<file path="src/hw/rtl/selective_repeat_sender_window_defines.svh">
// ----------------------------------------------------------------------------
// Selective-repeat sender window: assertion macros
// Clocked assertion wrappers shared by the window RTL. They expect signals
// named clk and rst_n in the module that uses them.
// ----------------------------------------------------------------------------
`ifndef SELECTIVE_REPEAT_SENDER_WINDOW_DEFINES_SVH
`define SELECTIVE_REPEAT_SENDER_WINDOW_DEFINES_SVH

`ifndef ASSERT_OFF
// Checked at every rising edge while the block is out of reset.
`define SRSW_ASSERT(lbl, prop, msg) \
  lbl: assert property (@(posedge clk) disable iff (!rst_n) prop) else $error(msg);
// Checked at every rising edge, reset included.
`define SRSW_ASSERT_ALWAYS(lbl, prop, msg) \
  lbl: assert property (@(posedge clk) prop) else $error(msg);
`else
`define SRSW_ASSERT(lbl, prop, msg)
`define SRSW_ASSERT_ALWAYS(lbl, prop, msg)
`endif

`endif

</file>
<file path="src/hw/rtl/srsw_pkg.sv">
// ----------------------------------------------------------------------------
// Selective-repeat sender window: shared definitions
// Defaults, field widths, action and status codes and the command format
// passed from the front end to the window engine.
// ----------------------------------------------------------------------------
`default_nettype none

package srsw_pkg;

  localparam int WINDOW_DEPTH_DEF = 8;
  localparam int PAYLOAD_MAX_DEF  = 1024;
  localparam int SEQ_SPACE_DEF    = 65536;

  localparam int SEQ_PORT_W  = 16;
  localparam int SLOT_PORT_W = 3;
  localparam int PLEN_PORT_W = 11;
  localparam int CFG_W       = 32;

  localparam int IN_TDATA_W  = 16;
  localparam int OUT_TDATA_W = 40;
  localparam int OUT_TUSER_W = 3;

  localparam int QUEUE_DEPTH = 2;
  localparam int QPTR_W      = $clog2(QUEUE_DEPTH);
  localparam int QCNT_W      = $clog2(QUEUE_DEPTH + 1);

  localparam logic ACTION_SEND = 1'b0;
  localparam logic ACTION_ACK  = 1'b1;

  localparam logic [1:0] ACK_NONE    = 2'd0;
  localparam logic [1:0] ACK_NEW     = 2'd1;
  localparam logic [1:0] ACK_DUP     = 2'd2;
  localparam logic [1:0] ACK_OUTSIDE = 2'd3;

  typedef enum logic [1:0] {
    CMD_REQ,
    CMD_ACK,
    CMD_ACK_FAR
  } cmd_kind_t;

  typedef struct packed {
    cmd_kind_t               kind;
    logic [SEQ_PORT_W-1:0]   ack;
  } cmd_t;

endpackage

`default_nettype wire

</file>
<file path="src/hw/rtl/srsw_front.sv">
// ----------------------------------------------------------------------------
// Selective-repeat sender window: front end
// Registers incoming transfers and sorts them into send requests, acks and
// acks whose number lies beyond the sequence space.
// ----------------------------------------------------------------------------
`default_nettype none

module srsw_front #(
  parameter int SEQ_SPACE = srsw_pkg::SEQ_SPACE_DEF
) (
  input  wire logic                              clk,
  input  wire logic                              rst_n,
  input  wire logic                              in_tvalid,
  output      logic                              in_tready,
  input  wire logic [srsw_pkg::IN_TDATA_W-1:0]   in_tdata,
  input  wire logic                              in_tuser,
  output      logic                              cmd_vld,
  output      srsw_pkg::cmd_t                    cmd,
  input  wire logic                              cmd_rdy
);

  localparam int RANGE_W = srsw_pkg::IN_TDATA_W + 1;

  logic           vld_r;
  srsw_pkg::cmd_t cmd_r;
  srsw_pkg::cmd_t cmd_nxt;
  logic           ack_far;

  assign in_tready = !vld_r || cmd_rdy;
  assign cmd_vld   = vld_r;
  assign cmd       = cmd_r;

  always_comb begin
    ack_far     = {1'b0, in_tdata} >= RANGE_W'(SEQ_SPACE);
    cmd_nxt.ack = in_tdata;
    if (in_tuser == srsw_pkg::ACTION_SEND) begin
      cmd_nxt.kind = srsw_pkg::CMD_REQ;
    end else if (ack_far) begin
      cmd_nxt.kind = srsw_pkg::CMD_ACK_FAR;
    end else begin
      cmd_nxt.kind = srsw_pkg::CMD_ACK;
    end
  end

  always_ff @(posedge clk) begin
    if (!rst_n) begin
      vld_r <= 1'b0;
    end else if (in_tready) begin
      vld_r <= in_tvalid;
      if (in_tvalid) begin
        cmd_r <= cmd_nxt;
      end
    end
  end

endmodule

`default_nettype wire

</file>
<file path="src/hw/rtl/srsw_queue.sv">
// ----------------------------------------------------------------------------
// Selective-repeat sender window: command queue
// Short first-in first-out buffer between the front end and the engine.
// ----------------------------------------------------------------------------
`default_nettype none

module srsw_queue (
  input  wire logic           clk,
  input  wire logic           rst_n,
  input  wire logic           push_vld,
  output      logic           push_rdy,
  input  wire srsw_pkg::cmd_t push_cmd,
  output      logic           pop_vld,
  input  wire logic           pop_rdy,
  output      srsw_pkg::cmd_t pop_cmd
);

  localparam logic [srsw_pkg::QPTR_W-1:0] PTR_LAST =
    srsw_pkg::QPTR_W'(srsw_pkg::QUEUE_DEPTH - 1);
  localparam logic [srsw_pkg::QCNT_W-1:0] CNT_FULL =
    srsw_pkg::QCNT_W'(srsw_pkg::QUEUE_DEPTH);

  srsw_pkg::cmd_t                entry_r [srsw_pkg::QUEUE_DEPTH];
  logic [srsw_pkg::QPTR_W-1:0]   wr_ptr_r;
  logic [srsw_pkg::QPTR_W-1:0]   rd_ptr_r;
  logic [srsw_pkg::QCNT_W-1:0]   cnt_r;
  logic                          do_push;
  logic                          do_pop;

  assign push_rdy = cnt_r != CNT_FULL;
  assign pop_vld  = cnt_r != '0;
  assign pop_cmd  = entry_r[rd_ptr_r];
  assign do_push  = push_vld && push_rdy;
  assign do_pop   = pop_vld && pop_rdy;

  always_ff @(posedge clk) begin
    if (!rst_n) begin
      wr_ptr_r <= '0;
      rd_ptr_r <= '0;
      cnt_r    <= '0;
    end else begin
      if (do_push) begin
        entry_r[wr_ptr_r] <= push_cmd;
        wr_ptr_r <= (wr_ptr_r == PTR_LAST) ? '0 : wr_ptr_r + 1'b1;
      end
      if (do_pop) begin
        rd_ptr_r <= (rd_ptr_r == PTR_LAST) ? '0 : rd_ptr_r + 1'b1;
      end
      if (do_push && !do_pop) begin
        cnt_r <= cnt_r + 1'b1;
      end else if (do_pop && !do_push) begin
        cnt_r <= cnt_r - 1'b1;
      end
    end
  end

endmodule

`default_nettype wire

</file>
<file path="src/hw/rtl/srsw_engine.sv">
// ----------------------------------------------------------------------------
// Selective-repeat sender window: window engine
// Holds the window state, grants send requests, records acks, steps the base
// over acknowledged slots one per cycle and drives the result register.
// ----------------------------------------------------------------------------
`include "selective_repeat_sender_window_defines.svh"
`default_nettype none

module srsw_engine #(
  parameter int WINDOW_DEPTH = srsw_pkg::WINDOW_DEPTH_DEF,
  parameter int PAYLOAD_MAX  = srsw_pkg::PAYLOAD_MAX_DEF,
  parameter int SEQ_SPACE    = srsw_pkg::SEQ_SPACE_DEF
) (
  input  wire logic                               clk,
  input  wire logic                               rst_n,
  input  wire logic                               cmd_vld,
  output      logic                               cmd_rdy,
  input  wire srsw_pkg::cmd_t                     cmd,
  input  wire logic                               cfg_wr_en,
  input  wire logic [srsw_pkg::CFG_W-1:0]         cfg_wr_data,
  output      logic                               out_tvalid,
  input  wire logic                               out_tready,
  output      logic [srsw_pkg::OUT_TDATA_W-1:0]   out_tdata,
  output      logic [srsw_pkg::OUT_TUSER_W-1:0]   out_tuser
);

  localparam int SEQ_W  = $clog2(SEQ_SPACE);
  localparam int SLOT_W = $clog2(WINDOW_DEPTH);
  localparam int STEP_W = $clog2(WINDOW_DEPTH + 1);
  localparam int PLEN_W = $clog2(PAYLOAD_MAX + 1);
  localparam int CMP_W  = (SEQ_W + 1 > 9) ? SEQ_W + 1 : 9;
  localparam int PAD_W  = srsw_pkg::OUT_TDATA_W - srsw_pkg::SEQ_PORT_W
                          - srsw_pkg::SLOT_PORT_W - srsw_pkg::PLEN_PORT_W - 3;

  localparam logic [SEQ_W:0]     SEQ_C     = (SEQ_W + 1)'(SEQ_SPACE);
  localparam logic [SEQ_W-1:0]   SEQ_LAST  = SEQ_W'(SEQ_SPACE - 1);
  localparam logic [SLOT_W-1:0]  SLOT_LAST = SLOT_W'(WINDOW_DEPTH - 1);
  localparam logic [SLOT_W:0]    SLOT_C    = (SLOT_W + 1)'(WINDOW_DEPTH);
  localparam logic [STEP_W-1:0]  STEP_MAX  = STEP_W'(WINDOW_DEPTH);
  localparam logic [CMP_W-1:0]   WIN_C     = CMP_W'(WINDOW_DEPTH);

  typedef enum logic [2:0] {
    ST_IDLE,
    ST_REQ_CHK,
    ST_REQ_ISSUE,
    ST_ACK_CHK,
    ST_ADVANCE,
    ST_FINISH
  } state_t;

  function automatic logic [SEQ_W-1:0] seq_dist(input logic [SEQ_W-1:0] from_s,
                                                input logic [SEQ_W-1:0] to_s);
    logic [SEQ_W:0] sum;
    sum = {1'b0, to_s} + SEQ_C - {1'b0, from_s};
    if (sum >= SEQ_C) begin
      sum = sum - SEQ_C;
    end
    return sum[SEQ_W-1:0];
  endfunction

  state_t                      state_r;
  srsw_pkg::cmd_t              cmd_r;
  logic [SEQ_W-1:0]            base_r;
  logic [SEQ_W-1:0]            next_r;
  logic [SEQ_W-1:0]            final_r;
  logic [SLOT_W-1:0]           base_slot_r;
  logic [SLOT_W-1:0]           next_slot_r;
  logic [WINDOW_DEPTH-1:0]     flags_r;
  logic [srsw_pkg::CFG_W-1:0]  total_r;
  logic [srsw_pkg::CFG_W-1:0]  bytes_r;
  logic [srsw_pkg::CFG_W-1:0]  left_r;
  logic                        all_r;
  logic                        done_r;
  logic [STEP_W-1:0]           steps_r;

  logic                        res_issued_r;
  logic [SEQ_W-1:0]            res_seq_r;
  logic [SLOT_W-1:0]           res_slot_r;
  logic [PLEN_W-1:0]           res_plen_r;
  logic [1:0]                  res_status_r;

  logic                                 out_vld_r;
  logic [srsw_pkg::OUT_TDATA_W-1:0]     out_tdata_r;
  logic [srsw_pkg::OUT_TUSER_W-1:0]     out_tuser_r;

  logic                        next_in_win;
  logic                        base_span_ok;
  logic [SEQ_W-1:0]            ack_seq;
  logic [SEQ_W-1:0]            ack_dist;
  logic                        ack_in_win;
  logic [SLOT_W:0]             slot_sum;
  logic [SLOT_W-1:0]           ack_slot;
  logic [srsw_pkg::CFG_W-1:0]  left_nxt;
  logic                        last_pkt;
  logic [PLEN_W-1:0]           plen;
  logic [SEQ_W-1:0]            next_seq_nxt;
  logic [SLOT_W-1:0]           next_slot_nxt;
  logic [SEQ_W-1:0]            base_nxt;
  logic [SLOT_W-1:0]           base_slot_nxt;
  logic                        adv_go;
  logic                        out_free;
  logic [PLEN_W+srsw_pkg::PLEN_PORT_W-1:0]   plen_ext;
  logic [SLOT_W+srsw_pkg::SLOT_PORT_W-1:0]   slot_ext;

  always_comb begin
    next_in_win  = CMP_W'(seq_dist(base_r, next_r)) < WIN_C;
    base_span_ok = CMP_W'(seq_dist(base_r, next_r)) <= WIN_C;

    ack_seq    = cmd_r.ack[SEQ_W-1:0];
    ack_dist   = seq_dist(base_r, ack_seq);
    ack_in_win = (cmd_r.kind == srsw_pkg::CMD_ACK) && (CMP_W'(ack_dist) < WIN_C);

    // An ack that wrapped past the top of the sequence space sits below the
    // window size, so its own value is already the slot.
    slot_sum = {1'b0, base_slot_r} + (SLOT_W + 1)'(ack_dist);
    if (slot_sum >= SLOT_C) begin
      slot_sum = slot_sum - SLOT_C;
    end
    if (ack_seq < base_r) begin
      ack_slot = SLOT_W'(ack_seq);
    end else begin
      ack_slot = slot_sum[SLOT_W-1:0];
    end

    left_nxt = (total_r > bytes_r) ? total_r - bytes_r : '0;
    last_pkt = left_r <= srsw_pkg::CFG_W'(PAYLOAD_MAX);
    plen     = last_pkt ? PLEN_W'(left_r) : PLEN_W'(PAYLOAD_MAX);

    if (next_r == SEQ_LAST) begin
      next_seq_nxt  = '0;
      next_slot_nxt = '0;
    end else begin
      next_seq_nxt  = next_r + 1'b1;
      next_slot_nxt = (next_slot_r == SLOT_LAST) ? '0 : next_slot_r + 1'b1;
    end
    if (base_r == SEQ_LAST) begin
      base_nxt      = '0;
      base_slot_nxt = '0;
    end else begin
      base_nxt      = base_r + 1'b1;
      base_slot_nxt = (base_slot_r == SLOT_LAST) ? '0 : base_slot_r + 1'b1;
    end

    adv_go   = (steps_r < STEP_MAX) && (base_r != next_r) && flags_r[base_slot_r];
    out_free = !out_vld_r || out_tready;

    plen_ext = (PLEN_W + srsw_pkg::PLEN_PORT_W)'(res_plen_r);
    slot_ext = (SLOT_W + srsw_pkg::SLOT_PORT_W)'(res_slot_r);
  end

  assign cmd_rdy    = state_r == ST_IDLE;
  assign out_tvalid = out_vld_r;
  assign out_tdata  = out_tdata_r;
  assign out_tuser  = out_tuser_r;

  always_ff @(posedge clk) begin
    if (!rst_n) begin
      state_r     <= ST_IDLE;
      base_r      <= '0;
      next_r      <= '0;
      final_r     <= '0;
      base_slot_r <= '0;
      next_slot_r <= '0;
      flags_r     <= '0;
      total_r     <= '0;
      bytes_r     <= '0;
      all_r       <= 1'b0;
      done_r      <= 1'b0;
      steps_r     <= '0;
      out_vld_r   <= 1'b0;
    end else begin
      if (cfg_wr_en) begin
        total_r <= cfg_wr_data;
      end
      // In ST_FINISH the result register is reloaded below instead.
      if (out_vld_r && out_tready && (state_r != ST_FINISH)) begin
        out_vld_r <= 1'b0;
      end

      unique case (state_r)
        ST_IDLE: begin
          if (cmd_vld) begin
            cmd_r        <= cmd;
            res_issued_r <= 1'b0;
            res_seq_r    <= '0;
            res_slot_r   <= '0;
            res_plen_r   <= '0;
            res_status_r <= srsw_pkg::ACK_NONE;
            steps_r      <= '0;
            state_r      <= (cmd.kind == srsw_pkg::CMD_REQ) ? ST_REQ_CHK : ST_ACK_CHK;
          end
        end
        ST_REQ_CHK: begin
          if (!all_r && next_in_win) begin
            left_r  <= left_nxt;
            state_r <= ST_REQ_ISSUE;
          end else begin
            state_r <= ST_FINISH;
          end
        end
        ST_REQ_ISSUE: begin
          res_issued_r         <= 1'b1;
          res_seq_r            <= next_r;
          res_slot_r           <= next_slot_r;
          res_plen_r           <= plen;
          bytes_r              <= bytes_r + srsw_pkg::CFG_W'(plen);
          flags_r[next_slot_r] <= 1'b0;
          next_r               <= next_seq_nxt;
          next_slot_r          <= next_slot_nxt;
          if (last_pkt) begin
            all_r   <= 1'b1;
            final_r <= next_r;
          end
          state_r <= ST_FINISH;
        end
        ST_ACK_CHK: begin
          if (ack_in_win) begin
            res_status_r      <= flags_r[ack_slot] ? srsw_pkg::ACK_DUP : srsw_pkg::ACK_NEW;
            flags_r[ack_slot] <= 1'b1;
            state_r           <= ST_ADVANCE;
          end else begin
            res_status_r <= srsw_pkg::ACK_OUTSIDE;
            state_r      <= ST_FINISH;
          end
        end
        ST_ADVANCE: begin
          if (adv_go) begin
            flags_r[base_slot_r] <= 1'b0;
            if (all_r && (base_r == final_r)) begin
              done_r <= 1'b1;
            end
            base_r      <= base_nxt;
            base_slot_r <= base_slot_nxt;
            steps_r     <= steps_r + 1'b1;
          end else begin
            state_r <= ST_FINISH;
          end
        end
        ST_FINISH: begin
          if (out_free) begin
            out_vld_r   <= 1'b1;
            out_tdata_r <= {{PAD_W{1'b0}}, done_r, all_r, next_in_win,
                            plen_ext[srsw_pkg::PLEN_PORT_W-1:0],
                            slot_ext[srsw_pkg::SLOT_PORT_W-1:0],
                            srsw_pkg::SEQ_PORT_W'(res_seq_r)};
            out_tuser_r <= {res_status_r, res_issued_r};
            state_r     <= ST_IDLE;
          end
        end
        default: begin
          state_r <= ST_IDLE;
        end
      endcase
    end
  end

  `SRSW_ASSERT(a_base_not_past_next, base_span_ok, "window base ran past next sequence")
  `SRSW_ASSERT(a_done_needs_all, done_r |-> all_r, "done raised before final packet issued")
  `SRSW_ASSERT(a_done_sticks, done_r |=> done_r, "done flag dropped")
  `SRSW_ASSERT(a_advance_bounded, (state_r == ST_ADVANCE) |-> (steps_r <= STEP_MAX), "base advance overran window")
  `SRSW_ASSERT(a_issue_moves_next, (state_r == ST_REQ_ISSUE) |=> (next_r != $past(next_r)), "grant did not move next sequence")
  `SRSW_ASSERT_ALWAYS(a_reset_idles, !rst_n |=> (!out_vld_r && (state_r == ST_IDLE)), "reset left engine busy")

endmodule

`default_nettype wire

</file>
<file path="src/hw/rtl/selective_repeat_sender_window.sv">
// ----------------------------------------------------------------------------
// Selective-repeat sender window
// Packetises a transfer of total_bytes bytes, hands out sequence numbers and
// window slots to send requests, and tracks acknowledgements over the window.
// ----------------------------------------------------------------------------
//
//  Channel   Direction  Ports                                     Carries
//  --------  ---------  ----------------------------------------  -----------------------
//  in_       slave      in_tvalid / in_tready / in_tdata / tuser  send request or ack
//  out_      master     out_tvalid / out_tready / out_tdata/tuser one result per item
//  cfg_      write      cfg_wr_en / cfg_wr_data                   total_bytes register
//
// A granted send request passes through the engine's check, issue and finish
// states; an acknowledgement inside the window passes through the check state,
// the advance state, where the base steps over up to WINDOW_DEPTH acknowledged
// slots, one slot per cycle, and the finish state. A refused request or an
// acknowledgement outside the window goes from the check state to finish.
// The engine works on one item at a time; the front register and a two-entry
// queue keep accepting transfers while it is busy or while a result waits.
// Reset is synchronous and active low; it clears the window, the counters and
// total_bytes.
// A stalled output holds its result and the engine waits before writing the
// next one; the queue then fills and in_tready falls.
//
`default_nettype none

module selective_repeat_sender_window #(
  parameter int WINDOW_DEPTH = srsw_pkg::WINDOW_DEPTH_DEF,
  parameter int PAYLOAD_MAX  = srsw_pkg::PAYLOAD_MAX_DEF,
  parameter int SEQ_SPACE    = srsw_pkg::SEQ_SPACE_DEF
) (
  input  wire logic                               clk,
  input  wire logic                               rst_n,
  input  wire logic                               in_tvalid,
  output      logic                               in_tready,
  // [15:0] ack_number
  input  wire logic [srsw_pkg::IN_TDATA_W-1:0]    in_tdata,
  // [0] action
  input  wire logic                               in_tuser,
  output      logic                               out_tvalid,
  input  wire logic                               out_tready,
  // [15:0] sequence_out, [18:16] slot_out, [29:19] payload_length,
  // [30] window_open, [31] all_issued, [32] transfer_done, [39:33] zero
  output      logic [srsw_pkg::OUT_TDATA_W-1:0]   out_tdata,
  // [0] packet_issued, [2:1] ack_status
  output      logic [srsw_pkg::OUT_TUSER_W-1:0]   out_tuser,
  input  wire logic                               cfg_wr_en,
  input  wire logic [srsw_pkg::CFG_W-1:0]         cfg_wr_data
);

  // Front register to queue.
  logic           front_vld;
  logic           front_rdy;
  srsw_pkg::cmd_t front_cmd;

  // Queue to engine.
  logic           queue_vld;
  logic           queue_rdy;
  srsw_pkg::cmd_t queue_cmd;

  // The front end only sorts transfers; everything that depends on the
  // window state is decided later in the engine, in order.
  srsw_front #(
    .SEQ_SPACE (SEQ_SPACE)
  ) u_front (
    .clk       (clk),
    .rst_n     (rst_n),
    .in_tvalid (in_tvalid),
    .in_tready (in_tready),
    .in_tdata  (in_tdata),
    .in_tuser  (in_tuser),
    .cmd_vld   (front_vld),
    .cmd       (front_cmd),
    .cmd_rdy   (front_rdy)
  );

  srsw_queue u_queue (
    .clk      (clk),
    .rst_n    (rst_n),
    .push_vld (front_vld),
    .push_rdy (front_rdy),
    .push_cmd (front_cmd),
    .pop_vld  (queue_vld),
    .pop_rdy  (queue_rdy),
    .pop_cmd  (queue_cmd)
  );

  // The engine owns the window, the byte counters and the result register.
  srsw_engine #(
    .WINDOW_DEPTH (WINDOW_DEPTH),
    .PAYLOAD_MAX  (PAYLOAD_MAX),
    .SEQ_SPACE    (SEQ_SPACE)
  ) u_engine (
    .clk         (clk),
    .rst_n       (rst_n),
    .cmd_vld     (queue_vld),
    .cmd_rdy     (queue_rdy),
    .cmd         (queue_cmd),
    .cfg_wr_en   (cfg_wr_en),
    .cfg_wr_data (cfg_wr_data),
    .out_tvalid  (out_tvalid),
    .out_tready  (out_tready),
    .out_tdata   (out_tdata),
    .out_tuser   (out_tuser)
  );

endmodule

`default_nettype wire
</file>
<file path="config.mk">
export PLATFORM = sky130hd
export DESIGN_NAME = selective_repeat_sender_window
export DESIGN_NICKNAME = d
export VERILOG_FILES = /design/src/hw/rtl/srsw_pkg.sv /design/src/hw/rtl/srsw_front.sv /design/src/hw/rtl/srsw_queue.sv /design/src/hw/rtl/srsw_engine.sv /design/src/hw/rtl/selective_repeat_sender_window.sv
export VERILOG_INCLUDE_DIRS = /design/src /design/src/hw/rtl
export SDC_FILE = /design/constraint.sdc
export NUM_CORES = 1
export LEC_CHECK = 0
export BUFFER_PORTS_ARGS = -buffer_cell sky130_fd_sc_hd__buf_2
export CORE_ASPECT_RATIO = 1.4
export CORE_MARGIN = 5
export CORE_UTILIZATION = 55
export DETAILED_ROUTE_END_ITERATION = 10
export PLACE_DENSITY = 0.73
export SETUP_SLACK_MARGIN = 0.02
export SLEW_MARGIN = 20
export SYNTH_ARGS = -nofsm -noshare
export SYNTH_HDL_FRONTEND = slang
export SYNTH_SLANG_ARGS = --single-unit
</file>
<file path="constraint.sdc">
create_clock -name clk -period 12.28 [get_ports clk]
set_input_delay 2.456 -clock clk [delete_from_list [all_inputs] [get_ports clk]]
set_output_delay 2.456 -clock clk [all_outputs]
set_load 0.005 [all_outputs]
</file>
# [Word level (Yosys, flattened, before mapping)]
# Memory sizes are Yosys's and may differ from the RTL's. A register that Yosys moved wholly into a read port is not among the register bits.
# Cells that the tools add are included.
[word_totals] word_cells=188 out_inout_bits=45 reg_bits=278 mem_count=1 ram_bits=36 input_bits=54
[mem_list] memory="u_queue.entry_r" words=2 word_bits=18 rd=1 rd_ports_with_merged_regs=1 write_ports=1 line="srsw_queue.sv:23" rtl="srsw_pkg::cmd_t entry_r [srsw_pkg::QUEUE_DEPTH];"
[classes] mux=59 n_reduce_logical=41 n_addsub=19 bitwise_logic=5 magnitude_cmp=15 eq_ne=19
[ops] cell="$mux W16" count=5
[ops] cell="$add A16 B17 Y17 const B" count=2
[ops] cell="$ge A17 B17 Y1 const B" count=2
[ops] cell="$sub A17 B16 Y17" count=2
[ops] cell="$mux W3" count=11
[ops] cell="$add A16 B1 Y16 const B" count=2
[ops] cell="$add A32 B11 Y32" count=1
[ops] cell="$eq A16 B16 Y1 const B" count=2
[ops] cell="$gt A32 B32 Y1" count=1
[ops] cell="$le A32 B11 Y1 const B" count=1
[ops] cell="$lt A16 B4 Y1 const B" count=2
[ops] cell="$pmux W16 S2" count=1
[ops] cell="$sub A16 B1 Y16 const B" count=2
[ops] cell="$sub A32 B32 Y32" count=1
[ops] cell="$reduce_and A3 Y1" count=10
[ops] cell="$pmux W8 S3" count=1
[ops] cell="$mux W11" count=2
[ops] cell="$pmux W11 S2" count=1
[ops] cell="$mux W1" count=18
[ops] cell="$pmux W3 S6" count=1
[ops] cell="$and A8 B8 Y8" count=2
[ops] cell="$eq A16 B16 Y1" count=1
[ops] cell="$lt A16 B16 Y1" count=1
[ops] cell="$mux W8" count=2
[ops] cell="other kinds (37)" count=84

# [Longest topological paths before layout]
# Gate-level depths: netlist (run 1).
[logic_depth] ltp_word=15 ltp_mapped=18 ltp_nobuf=16

# [By module]
# Synthesis (run 1) repeated with hierarchy kept, for this count alone.
[unflattened] cells_unflattened=1613 area_unflattened_um2=16190.5
[by_module_without_submodules] mod="srsw_engine" cells_per_inst=1506 n_inst=1 seq_area_each_um2=6296.0 area_per_inst_um2=14082.3
[by_module_without_submodules] mod="srsw_queue" cells_per_inst=83 n_inst=1 seq_area_each_um2=1181.1 area_per_inst_um2=1535.2
[by_module_without_submodules] mod="srsw_front" cells_per_inst=24 n_inst=1 seq_area_each_um2=530.5 area_per_inst_um2=573.0

# [Worst setup path after synthesis (run 1)]
# OpenSTA, ideal clock, no wires.
[synth_timing] kind="input to register" start="input rst_n" end="register u_engine.res_issued_r, enable pin" path_slack_ns=4.215 arrival_ns=7.477 n_path_buf=0 setup_time_ns=0.588 required_time_ns=11.692 stages=2 path_cell_list="inv_2 -> a2111oi_0"
[synth_between] elab_chain_len=1
[synth_rtl] element="start, declared" line="selective_repeat_sender_window.sv:33" rtl="input wire logic rst_n,"
[synth_rtl] element="$reduce_and A3 Y1 (no line)"
[synth_rtl] element="end signal, assigned" line="srsw_engine.sv:184" rtl="res_issued_r <= 1'b0;"
[synth_rtl] element="end signal, assigned" line="srsw_engine.sv:202" rtl="res_issued_r <= 1'b1;"
[synth_rtl] element="end, declared" line="srsw_engine.sv:76" rtl="logic res_issued_r;"
# Every way passes these cells.
# A chain may end at the register's enable or synchronous reset.

# [Worst setup path in the final report (run 1)]
[layout_timing] start="register u_engine.left_r[28] (netlist name)" end="register u_engine.bytes_r[27] (netlist name)"
[layout_between] elab_chain_len=3
[layout_rtl] element="start, declared" line="srsw_engine.sv:71" rtl="logic [srsw_pkg::CFG_W-1:0] left_r;"
[layout_rtl] element="start signal, assigned" line="srsw_engine.sv:195" rtl="left_r <= left_nxt;"
[layout_rtl] element="$le A32 B11 Y1" line="srsw_engine.sv:126" rtl="last_pkt = left_r <= srsw_pkg::CFG_W'(PAYLOAD_MAX);"
[layout_rtl] element="$mux W11" line="srsw_engine.sv:127" rtl="plen = last_pkt ? PLEN_W'(left_r) : PLEN_W'(PAYLOAD_MAX);"
[layout_rtl] element="named net u_engine.plen[1]" line="srsw_engine.sv:95" rtl="logic [PLEN_W-1:0] plen;"
[layout_rtl] element="$add A32 B11 Y32" line="srsw_engine.sv:206" rtl="bytes_r <= bytes_r + srsw_pkg::CFG_W'(plen);"
[layout_rtl] element="end signal, assigned" line="srsw_engine.sv:206"
[layout_rtl] element="end, declared" line="srsw_engine.sv:70" rtl="logic [srsw_pkg::CFG_W-1:0] bytes_r;"
# The timed path passes the listed nets, and every way through them passes these cells.

==> reports/qor.txt, run 1 <==
Sw Share: 0.298
Drt via density: 5.82
Area contributors post-synth: edfxtp_1 (31%), dfxtp_1 (17%), ha_1 (6.4%)
TritonCTS clock tree: done
Slowest stage cell on the critical path: o211ai_1
Status: finished clean
Initial Utilization: 0.552
Sw Pwr: 0.000808 W
Vias: 12474
First-pass GRT wire length: 60.3 mm
Clock transition at path regs: 0.07 ns
CP max stage delay: 0.81 ns
Hold WC Path Type: reg -> reg
Cells after Synth: 1666
Die Wd: 156 µm
I/O Pins: 99
Setup TNS: 0 ns
Final non-filler cell total: 2143
H-tree Lvls: 1
Nets: 1878
Global placement routability congestion: 0.935
Fraction of layout cells with a size suffix above 1: 0.111
Number of iterations in the first detailed-routing pass: 5
Worst path bufs/invs: 2
Num CTS Buffers: 29
Port Buf Inserts: 91
Fmax achieved: 0.205 GHz
RSZ-0062 raised after global routing: no
Max FO, Critical Path: 22
Worst relative slew slack: 0.273
Max VDD drop: 0.120 mV
Combinational power share: 0.212
Clock sink count: 311
GRT Total Usage: 0.217
Int Power: 0.00191 W
Synthesized area: 0.0164 mm²
Synthesized flop and latch total: 311
Sequential fraction of the synthesis area: 0.482
Root Driver: clkbuf_16
Post-CTS setup buffer count: 0
Worst Setup Start Kind: flip-flop
Fillers: 2499
WL/cell: 17.3 µm
Initial antenna violation count: 0
Critical Path, Cell by Cell: or4_1, or4_1, a21oi_1, buf_4, nand2_1, inv_1, ha_1, a21o_1, a21o_1, a2111oi_0, o31ai_1, o211ai_1, nor2_1, xnor2_1, nor2_1
Final Util: 0.608
Area leader, netlist: edfxtp_1
Die Ht: 215 µm
Clk pwr share: 0.312
DRC: 0
Power per cell area: 150 mW/mm²
Largest net degree at the start of global routing: 59
Final wirelength: 37.0 mm
ANT nets after route: 0
Min cycle time layout: 4.88 ns
Worst Path Arrival: 5.31 ns
Clock Skew: 0.0160 ns
Final hold violation count: 0
Count of flip-flops with a built-in enable after synthesis: 169
Reg power frac: 0.476
Area delta synth->final: 10.1%
Final setup viols: 0
Max Cap Viol: 0
Asr flop ratio synth: 0
Leak: 6.73 nW
Crit Path Category: reg -> reg
Yosys Warn Count: 0
Final Cycle Share: 0.398
Share of the synthesized area in the top cell type: 0.309
Cell variety after synth: 80
Post-CTS sizing: 0
Required @ worst endpoint: 12.71 ns
CTS Buffer Depth: 3
Top cells by count, synth: nor2_1 (181), edfxtp_1 (169), dfxtp_1 (142)
Slew Limit Fails: 0
Placed Instances: 2090
Vias in the first global route: 12176
Count leader, synth: nor2_1
Initial DRC count: 782
Cts hold-fix bufs: 0
Syn Area/Cell: 9.86 µm²
DP HPWL: 27.6 mm
Total grt overflow: 0
Clock Latency Late Sink: 0.56 ns
Die area: 0.0335 mm²
CP endpoint kind: flip-flop
Num rows: 75
Post-synth top flop: edfxtp_1
Inserted Diodes: 0
Worst Tran Pin Value: 1.08 ns
CP delay by family, top: compound AO/OA/AOI/OAI gates
Total core area: 0.0297 mm²
-- registers in the layout, summed over array words and instances (netlist names), 2 cells and up, named ones only --
| name | flops |
|---|---|
| u_queue.entry_r | 34 |
| u_engine.out_tdata | 33 |
| u_engine.bytes_r | 32 |
| u_engine.left_r | 32 |
| u_engine.total_r | 32 |
| u_front.cmd | 17 |
| u_engine.ack_seq | 16 |
| u_engine.base_r | 16 |
| u_engine.final_r | 16 |
| u_engine.next_r | 16 |
| u_engine.res_seq_r | 16 |
| u_engine.res_plen_r | 11 |
| u_engine.flags_r | 8 |
| u_engine.steps_r | 4 |
| u_engine.base_slot_r | 3 |
| u_engine.next_slot_r | 3 |
| u_engine.out_tuser | 3 |
| u_engine.res_slot_r | 3 |
| u_engine.state_r | 3 |
| u_engine.res_status_r | 2 |
| u_queue.cnt_r | 2 |
-- worst register-to-register path, cell delays in order (launching register included) --
cell and delay [ns]:
edfxtp_1 0.37, or4_1 0.52, or4_1 0.54, a21oi_1 0.15
buf_4 0.22, nand2_1 0.12, inv_1 0.07, ha_1 0.22
a21o_1 0.17, a21o_1 0.19, a2111oi_0 0.65, o31ai_1 0.30
o211ai_1 0.81, nor2_1 0.18, xnor2_1 0.18, nor2_1 0.05
-- stage by stage --
step / hold slack (ns) / worst slack [ns] / instance area (µm²) / power (W)
6_report: 0.417 / 7.40 / 18100 / 0.00272
5_1_grt: 0.426 / 7.02 / 18100 / 0.00286
4_1_cts: 0.418 / 7.38 / 18100 / 0.00273
3_5_place_dp: 0.405 / 7.36 / 17200 / 0.00188
3_3_place_gp: 0.401 / 7.42 / 17200 / 0.00187
2_1_floorplan: 0.400 / 4.22 / 16500 / 0.00173
-- routing by layer --
metal  global-route usage  part of all wire  routed length (µm)  vias up
met5                    0                 0                   0        -
met4               0.0874             0.040                1470        0
met3               0.0226             0.043                1600       88
met2                0.374              0.48               17900      314
met1                0.279              0.43               16000     5878
li1                     -                 -                   -     6194
-- layout make-up --
| cell class | count | area, µm² | area share |
|---|---|---|---|
| clock inverter | 18 | 134 | 0.00740 |
| tap | 385 | 482 | 0.0266 |
| sequential | 311 | 7920 | 0.438 |
| clock buffer | 35 | 758 | 0.0419 |
| timing repair buffer | 102 | 538 | 0.0297 |
| multi-input combinational | 1201 | 7920 | 0.438 |
| inverter | 91 | 343 | 0.0190 |
-- kinds of logic (layout without fill, tap and decap cells) --
| kind of cell | Yosys count | count (layout) | share of synthesized area |
|---|---|---|---|
| adders and majority gates | 88 | 88 | 0.0688 |
| xor gates and xnor gates | 87 | 87 | 0.0464 |
| buffers and inverters | 160 | 246 | 0.0400 |
| AOI/OAI and AO/OA | 341 | 341 | 0.134 |
| other | 1 | 7 | 0.000228 |
| DFF | 311 | 311 | 0.482 |
| and+or+nand+nor | 609 | 609 | 0.184 |
| muxes | 69 | 69 | 0.0454 |
-- path summary, 6_finish.rpt --
| check | start | to | slack, ns | cells after the start |
|---|---|---|---|---|
| worst min-delay path | u_engine.res_plen_r[9] | u_engine.out_tdata[28] | 0.42 | 0 |
| worst max register to register | u_engine.left_r[28] | u_engine.bytes_r[27] | 7.40 | 15 |
| worst min register to register | u_engine.res_plen_r[9] | u_engine.out_tdata[28] | 0.42 | 0 |
| worst max-delay path | u_engine.left_r[28] | u_engine.bytes_r[27] | 7.40 | 15 |
-- power by group through the flow --
stage                     clock [W]  sequential, W  combinational, W
final                      0.000848        0.00129          0.000576
after global routing       0.000911        0.00130          0.000643
after CTS                  0.000868        0.00129          0.000574
after detailed placement          0        0.00131          0.000570
after global placement            0        0.00131          0.000562
after floorplan                   0        0.00129          0.000443
-- cell usage in the layout, fill, tap and decap left out, types with 7 or more instances in the layout --
cell type  count
a211oi_1      24
a21boi_0       8
a21o_1        20
a21oi_1      116
a31oi_1       16
and2_1        39
and3_1        27
buf_2         91
buf_4         11
clkbuf_16     29
conb_1         7
dfxtp_1      142
edfxtp_1     169
ha_1          84
inv_1         90
mux2_2        24
mux2i_1       43
nand2_1      126
nand2b_1      19
nand3_1       49
nand3b_1       7
nand4_1       25
nor2_1       180
nor2b_1       13
nor3_1        35
nor4_1        26
o211ai_1      13
o21a_1        12
o21ai_0       57
o31ai_1       14
or2_2          7
or3_1         18
or4_1         13
xnor2_1       58
xor2_1        29
Note: power is estimated with default switching activity, not from simulation.
==> inputs of run 2 (changes only) <==
--- a/config.mk
+++ b/config.mk
@@ -11,7 +11,7 @@
 export CORE_MARGIN = 5
 export CORE_UTILIZATION = 55
 export DETAILED_ROUTE_END_ITERATION = 10
-export PLACE_DENSITY = 0.73
+export PLACE_DENSITY = 0.76
 export SETUP_SLACK_MARGIN = 0.02
 export SLEW_MARGIN = 20
 export SYNTH_ARGS = -nofsm -noshare
==> constraint.sdc (replaced) <==
create_clock -name clk -period 3.98 [get_ports clk]
set_input_delay 0.796 -clock clk [delete_from_list [all_inputs] [get_ports clk]]
set_output_delay 0.796 -clock clk [all_outputs]
set_load 0.005 [all_outputs]
==> run 2 against run 1 <==
  * Setup slack worse by 7.4 ns
  * Combinational power rose to 3.4 times the previous value
  * The run now ends with negative setup slack left
  * Cell count up 2.0%
  * Clock skew up 0.0094 ns
  * Critical path type unchanged
  * Via count up 2.3%
  * Largest cell class is now multi-input combinational cells
  * Sequential power rose to 3.1 times the previous value
  * Utilization up 2.5 points
  * Die area unchanged
==> reports/qor.txt, run 2 (synthesis results as in run 1) <==
Max FO, Critical Path: 7 (-68%)
Number of iterations in the first detailed-routing pass: 8 (+3)
Area delta synth->final: 14.5%
Worst path bufs/invs: 2 (unchanged)
Vias: 12766 (+2.3%)
CP endpoint kind: flip-flop
Total grt overflow: 0 (unchanged)
Port Buf Inserts: 91 (unchanged)
Vias in the first global route: 12633 (+3.8%)
H-tree Lvls: 1 (unchanged)
Die Ht: 215 µm (unchanged)
Cts hold-fix bufs: 0 (unchanged)
WHS Path Cells: 1 (+1)
Slowest stage cell on the critical path: or4_4
Fillers: 2396 (-4.1%)
Num CTS Buffers: 29 (unchanged)
Drt via density: 5.84 (+0.37%)
DRC: 0 (unchanged)
Worst Setup Start Kind: flip-flop
Initial DRC count: 784 (+0.26%)
DP HPWL: 27.9 mm (+1.2%)
Final hold violation count: 0 (unchanged)
Worst relative slew slack: 0.351 (+0.0785)
Min cycle time layout: 4.03 ns (-0.852 ns)
Failing checks: negative setup slack
Nets: 1919 (+2.2%)
Power per cell area: 467 mW/mm² (+210%)
Max reg flops: 34 (unchanged)
CTS Buffer Depth: 3 (unchanged)
CP delay by family, top: simple AND/OR/NAND/NOR gates
Fraction of layout cells with a size suffix above 1: 0.147 (+0.0357)
Root Driver: clkbuf_16
DP Area: 0.0175 mm² (+1.5%)
Required @ worst endpoint: 4.46 ns (-8.25 ns)
Final Util: 0.633 (+0.0247)
Place WS: -0.279 ns (-7.64 ns)
Fmax achieved: 0.248 GHz (+21%)
Clock Latency Late Sink: 0.57 ns (about the same)
PnR worst setup slack: -0.0500 ns (-7.45 ns)
Slew Limit Fails: 0 (unchanged)
Clock sink count: 311 (unchanged)
I/O Pins: 99 (unchanged)
Final Cycle Share: 1.01 (+0.615)
Critical Path, Cell by Cell: or4_1, or4_4, a21oi_2, and2_1, ha_2, inv_2, fa_2, nor2b_4, o21ai_2, a21boi_2, o211ai_1, a21oi_2, nor4_4, buf_12, or4_4, a21oi_2
Final setup viols: 5 (+5)
Largest net degree at the start of global routing: 72 (+22%)
Clock transition at path regs: 0.06 ns (about the same)
Num rows: 75 (unchanged)
Die area: 0.0335 mm² (unchanged)
Inserted Diodes: 0 (unchanged)
Reg-to-reg slack, setup: -0.05 ns (-7.45 ns)
Total core area: 0.0297 mm² (unchanged)
Reg2reg start: u_engine.left_r[27]
Die Wd: 156 µm (unchanged)
Clock Skew: 0.0253 ns (+0.00936 ns)
Hold_ws: 0.402 ns (-0.0143 ns)
Initial antenna violation count: 0 (unchanged)
RSZ-0062 raised after global routing: yes
Most common cell after layout, fill and taps aside: nor2_1
Crit Path Category: reg -> reg
Max VDD drop: 0.435 mV (+260%)
Design Area, Final: 0.0188 mm² (+4.1%)
Final wirelength: 38.3 mm (+3.4%)
Worst Path Arrival: 4.51 ns (-0.80 ns)
GRT Total Usage: 0.221 (+0.00432)
Worst Hold End: u_front.cmd[6]
Status: finished with violations
Biggest register: u_queue.entry_r
WL/cell: 17.5 µm (+1.4%)
Reg-to-Reg End: u_engine.bytes_r[28]
Critical Path Most Common Cell: a21oi_2
Hold WC Path Type: in -> reg
TritonCTS clock tree: done
Worst Tran Pin Value: 0.971 ns (-0.113 ns)
Min-Delay Startpoint: in_tdata[6]
CP max stage delay: 0.58 ns (-0.23 ns)
Commonest cells after routing, fill and taps aside: nor2_1 (180), edfxtp_1 (169), dfxtp_1 (142), nand2_1 (125), a21oi_1 (112)
Setup TNS: -0.136 ns (-0.136 ns)
Leak: 7.08 nW (+5.2%)
First-pass GRT wire length: 61.9 mm (+2.6%)
ANT nets after route: 0 (unchanged)
Global placement routability congestion: 0.924 (-1.2%)
Max Cap Viol: 0 (unchanged)
Reg2reg path depth: 16 (+1)
Initial Utilization: 0.552 (unchanged)
==> run 2: cell types whose count changed in the layout (fill, tap and decap cells not counted), moves of 3 or more <==
cell | before | now
o31ai_1 | 14 | 10
nor4_1 | 26 | 23
clkbuf_16 | 29 | 32
bufinv_16 | 1 | 4
ha_1 | 84 | 81
a21oi_1 | 116 | 112
buf_4 | 11 | 44
buf_12 | 0 | 3
nor4_4 | 0 | 3
or4_4 | 0 | 3
clkinvlp_2 | 4 | 0
or4_1 | 13 | 10
a21oi_2 | 1 | 5
==> run 2: worst max path at each step <==
stage / depth (start not counted) / slack, ns / endpoint / start
floorplan: 17 / 0.05 / u_engine.bytes_r[26] / u_engine.left_r[28]
global route: 16 / -0.23 / u_engine.bytes_r[28] / u_engine.left_r[27]
detailed placement: 16 / -0.28 / u_engine.bytes_r[24] / u_engine.left_r[28]
global placement: 16 / -0.13 / u_engine.bytes_r[24] / u_engine.left_r[28]
finish: 16 / -0.05 / u_engine.bytes_r[28] / u_engine.left_r[27]
CTS: 16 / -0.05 / u_engine.bytes_r[23] / u_engine.left_r[21]
==> run 2: timing repair <==
item / 4_1_cts / 5_1_grt
pin swaps: 13 / 17
buffers inserted: 8 / 6
endpoints found under the hold margin: 0 / 0
setup endpoints to repair: 22 / 22
resized for setup: 23 / 16
cloned: 2 / 0
==> run 2: where the power goes <==
part / internal (W) / leakage, nW / switching [W] / total, W
sequential: 0.00379 / 2.71 / 0.000203 / 0.00399
combinational: 0.000763 / 3.90 / 0.00117 / 0.00193
clock: 0.00168 / 0.470 / 0.00117 / 0.00286
total: 0.00624 / 7.08 / 0.00255 / 0.00878
==> run 2: final cells by class <==
type / count / area (µm²) / area share
Clock buffer: 38 / 802 / 0.0426
Clock inverter: 16 / 193 / 0.0102
Inverter: 91 / 343 / 0.0182
Multi-Input combinational cell: 1201 / 8140 / 0.433
Sequential cell: 311 / 7920 / 0.421
Tap cell: 385 / 482 / 0.0256
Timing Repair Buffer: 143 / 941 / 0.0500
==> run 2: layer usage <==
layer  track usage  wire [µm]  share of wire  vias up
met2         0.388      19300           0.50      365
met3        0.0289       1990          0.052       83
met1         0.280      15800           0.41     6050
li1              -          -              -     6268
met4        0.0767       1120          0.029        0
met5             0          0              0        -
==> run 2: metrics by stage <==
step                      power [W]  cells
after floorplan             0.00534   1672
after detailed placement    0.00590   2114
after global routing        0.00922   2185
final                       0.00878   2185
after global placement      0.00584   2114
after CTS                   0.00884   2178
==> inputs of run 3 (changes only) <==
--- a/config.mk
+++ b/config.mk
@@ -12,7 +12,7 @@
 export CORE_UTILIZATION = 55
 export DETAILED_ROUTE_END_ITERATION = 10
 export PLACE_DENSITY = 0.76
-export SETUP_SLACK_MARGIN = 0.02
+export SETUP_SLACK_MARGIN = 0.3
 export SLEW_MARGIN = 20
 export SYNTH_ARGS = -nofsm -noshare
 export SYNTH_HDL_FRONTEND = slang
==> run 3 against run 2 <==
  * The flow still finishes with violations (negative setup slack)
  * Clock power barely moved
  * Sequential cell count did not move
  * Worst hold slack improved by 0.0037 ns
  * Setup slack lost 0.0087 ns
  * Global-route usage grew 0.39 points
  * Largest power group unchanged
==> reports/qor.txt, run 3 (synthesis results as in run 1) <==
Commonest cells after routing, fill and taps aside: nor2_1 (180), edfxtp_1 (169), dfxtp_1 (142), nand2_1 (125), a21oi_1 (108)
Global placement routability congestion: 0.927 (+0.38%)
Port Buf Inserts: 91 (unchanged)
WL/cell: 17.5 µm (-0.25%)
Worst relative slew slack: 0.305 (-0.0462)
Area delta synth->final: 15.9%
Max FO, Critical Path: 6 (-1)
Final wirelength: 38.4 mm (+0.48%)
Hold WC Path Type: in -> reg
Slew Limit Fails: 0 (unchanged)
Num rows: 75 (unchanged)
Max reg flops: 34 (unchanged)
Max VDD drop: 0.407 mV (-6.5%)
CTS Buffer Depth: 3 (unchanged)
Initial antenna violation count: 0 (unchanged)
Worst Path Arrival: 4.53 ns (+0.02 ns)
Status: finished with violations
Reg2reg start: u_engine.left_r[27]
Inserted Diodes: 0 (unchanged)
Biggest register: u_queue.entry_r
Clock Latency Late Sink: 0.57 ns (about the same)
CP max stage delay: 0.57 ns (about the same)
Reg-to-reg slack, setup: -0.06 ns (about the same)
Worst Setup Start Kind: flip-flop
Critical Path, Cell by Cell: or4_1, or4_4, a21oi_4, buf_6, and2_4, ha_4, inv_2, fa_2, nor2b_2, o21ai_2, a21boi_2, o211ai_1, a21oi_2, buf_4, nor4_4, or4_1, a21oi_2
Fmax achieved: 0.248 GHz (-0.22%)
Max Cap Viol: 0 (unchanged)
Sw Share: 0.301 (+0.0107)
Die Wd: 156 µm (unchanged)
Min cycle time layout: 4.04 ns (+0.00872 ns)
Final hold violation count: 0 (unchanged)
First-pass GRT wire length: 63.1 mm (+2.0%)
Initial DRC count: 715 (-8.8%)
Die Ht: 215 µm (unchanged)
Drt via density: 5.87 (+0.44%)
Vias in the first global route: 12829 (+1.6%)
Sw Pwr: 0.00263 W (+3.4%)
Num CTS Buffers: 28 (-3.4%)
Fraction of layout cells with a size suffix above 1: 0.169 (+0.0218)
Final Util: 0.641 (+0.00778)
PnR worst setup slack: -0.0587 ns (-0.00872 ns)
Clock Skew: 0.0212 ns (-0.00413 ns)
DP HPWL: 27.9 mm (-0.23%)
Combinational power share: 0.220 (about the same)
CP delay by family, top: simple AND/OR/NAND/NOR gates
Leak: 7.20 nW (+1.7%)
Clock transition at path regs: 0.07 ns (about the same)
TritonCTS clock tree: done
CP endpoint kind: flip-flop
Min-Delay Startpoint: in_tdata[11]
Reg-to-Reg End: u_engine.bytes_r[30]
Int Power: 0.00613 W (-1.7%)
Clk pwr share: 0.324 (about the same)
H-tree Lvls: 1 (unchanged)
Worst Tran Pin Value: 1.04 ns (+0.0716 ns)
Die area: 0.0335 mm² (unchanged)
Cts hold-fix bufs: 0 (unchanged)
Initial Utilization: 0.552 (unchanged)
Total grt overflow: 0 (unchanged)
Largest net degree at the start of global routing: 71 (-1.4%)
Worst Setup SP: u_engine.left_r[27]
Worst Hold End: u_front.cmd[11]
Slowest stage cell on the critical path: or4_1
Nets: 1936 (+0.89%)
RSZ-0062 raised after global routing: yes
Reg2reg path depth: 17 (+1)
Required @ worst endpoint: 4.47 ns (about the same)
Most common cell after layout, fill and taps aside: nor2_1
Final Cycle Share: 1.01 (+0.00219)
Setup TNS: -0.0587 ns (+0.0771 ns)
Total core area: 0.0297 mm² (unchanged)
Worst path bufs/invs: 3 (+1)
Failing checks: negative setup slack
Clock sink count: 311 (unchanged)
Final setup viols: 1 (-4)
Vias: 12916 (+1.2%)
ANT nets after route: 0 (unchanged)
DRC: 0 (unchanged)
Reg power frac: 0.456 (about the same)
Number of iterations in the first detailed-routing pass: 5 (-3)
Crit Path Category: reg -> reg
Power per cell area: 460 mW/mm² (-1.4%)
Root Driver: clkbuf_16
I/O Pins: 99 (unchanged)
GRT Total Usage: 0.225 (+0.00391)
WHS Path Cells: 1 (unchanged)
==> run 3: worst max-delay path by stage <==
stage                     cells after the start              endpoint
after floorplan                              16  u_engine.bytes_r[24]
after global placement                       14  u_engine.bytes_r[22]
after detailed placement                     14  u_engine.bytes_r[16]
after CTS                                    17  u_engine.bytes_r[24]
after global routing                         17  u_engine.bytes_r[30]
final                                        17  u_engine.bytes_r[30]
==> run 3: power by group through the flow <==
stage	logic [W]	registers (W)	clock network, W
3_3_place_gp	0.00179	0.00404	0
2_1_floorplan	0.00140	0.00396	0
5_1_grt	0.00212	0.00402	0.00303
3_5_place_dp	0.00183	0.00406	0
6_report	0.00193	0.00399	0.00284
4_1_cts	0.00187	0.00399	0.00290
==> run 3: layout make-up <==
type	instances	area, µm²
fill	2355	10700
multi-input combinational	1202	8300
sequential	311	7920
timing repair buffer	160	1040
clock buffer	31	753
tap	385	482
inverter	91	343
clock inverter	21	226
==> run 3: worst reg2reg max path, stage by stage (launching register included) <==
cell      delay, ns
edfxtp_1       0.35
or4_1          0.53
or4_4          0.53
a21oi_4        0.18
buf_6          0.12
and2_4         0.14
ha_4           0.13
inv_2          0.04
fa_2           0.36
nor2b_2        0.14
o21ai_2        0.07
a21boi_2       0.16
o211ai_1       0.13
a21oi_2        0.18
buf_4          0.15
nor4_4         0.06
or4_1          0.57
a21oi_2        0.14
==> run 3: stage by stage <==
step | setup slack, ns | hold slack [ns] | instances | power, W | instance area, µm²
2_1_floorplan | 0.229 | 0.400 | 1672 | 0.00536 | 16600
3_3_place_gp | -0.0463 | 0.400 | 2124 | 0.00583 | 17600
3_5_place_dp | -0.220 | 0.405 | 2124 | 0.00589 | 17600
4_1_cts | 0.0529 | 0.380 | 2193 | 0.00876 | 18800
5_1_grt | -0.197 | 0.384 | 2201 | 0.00918 | 19100
6_report | -0.0587 | 0.406 | 2201 | 0.00876 | 19100
==> run 3: per-layer routing <==
layer,track usage,up-vias,part of all wire
li1,-,6314,-
met1,0.285,6115,0.42
met2,0.388,390,0.49
met3,0.0289,97,0.051
met4,0.0923,0,0.041
met5,0,-,0
==> run 3: what timing repair did <==
action / in CTS / in global routing
setup endpoints to repair: 24 / 100
hold endpoints to repair: 0 / 0
pin swaps: 16 / 24
gates resized for setup: 19 / 49
buffers inserted: 15 / 8
gates cloned: 2 / 0
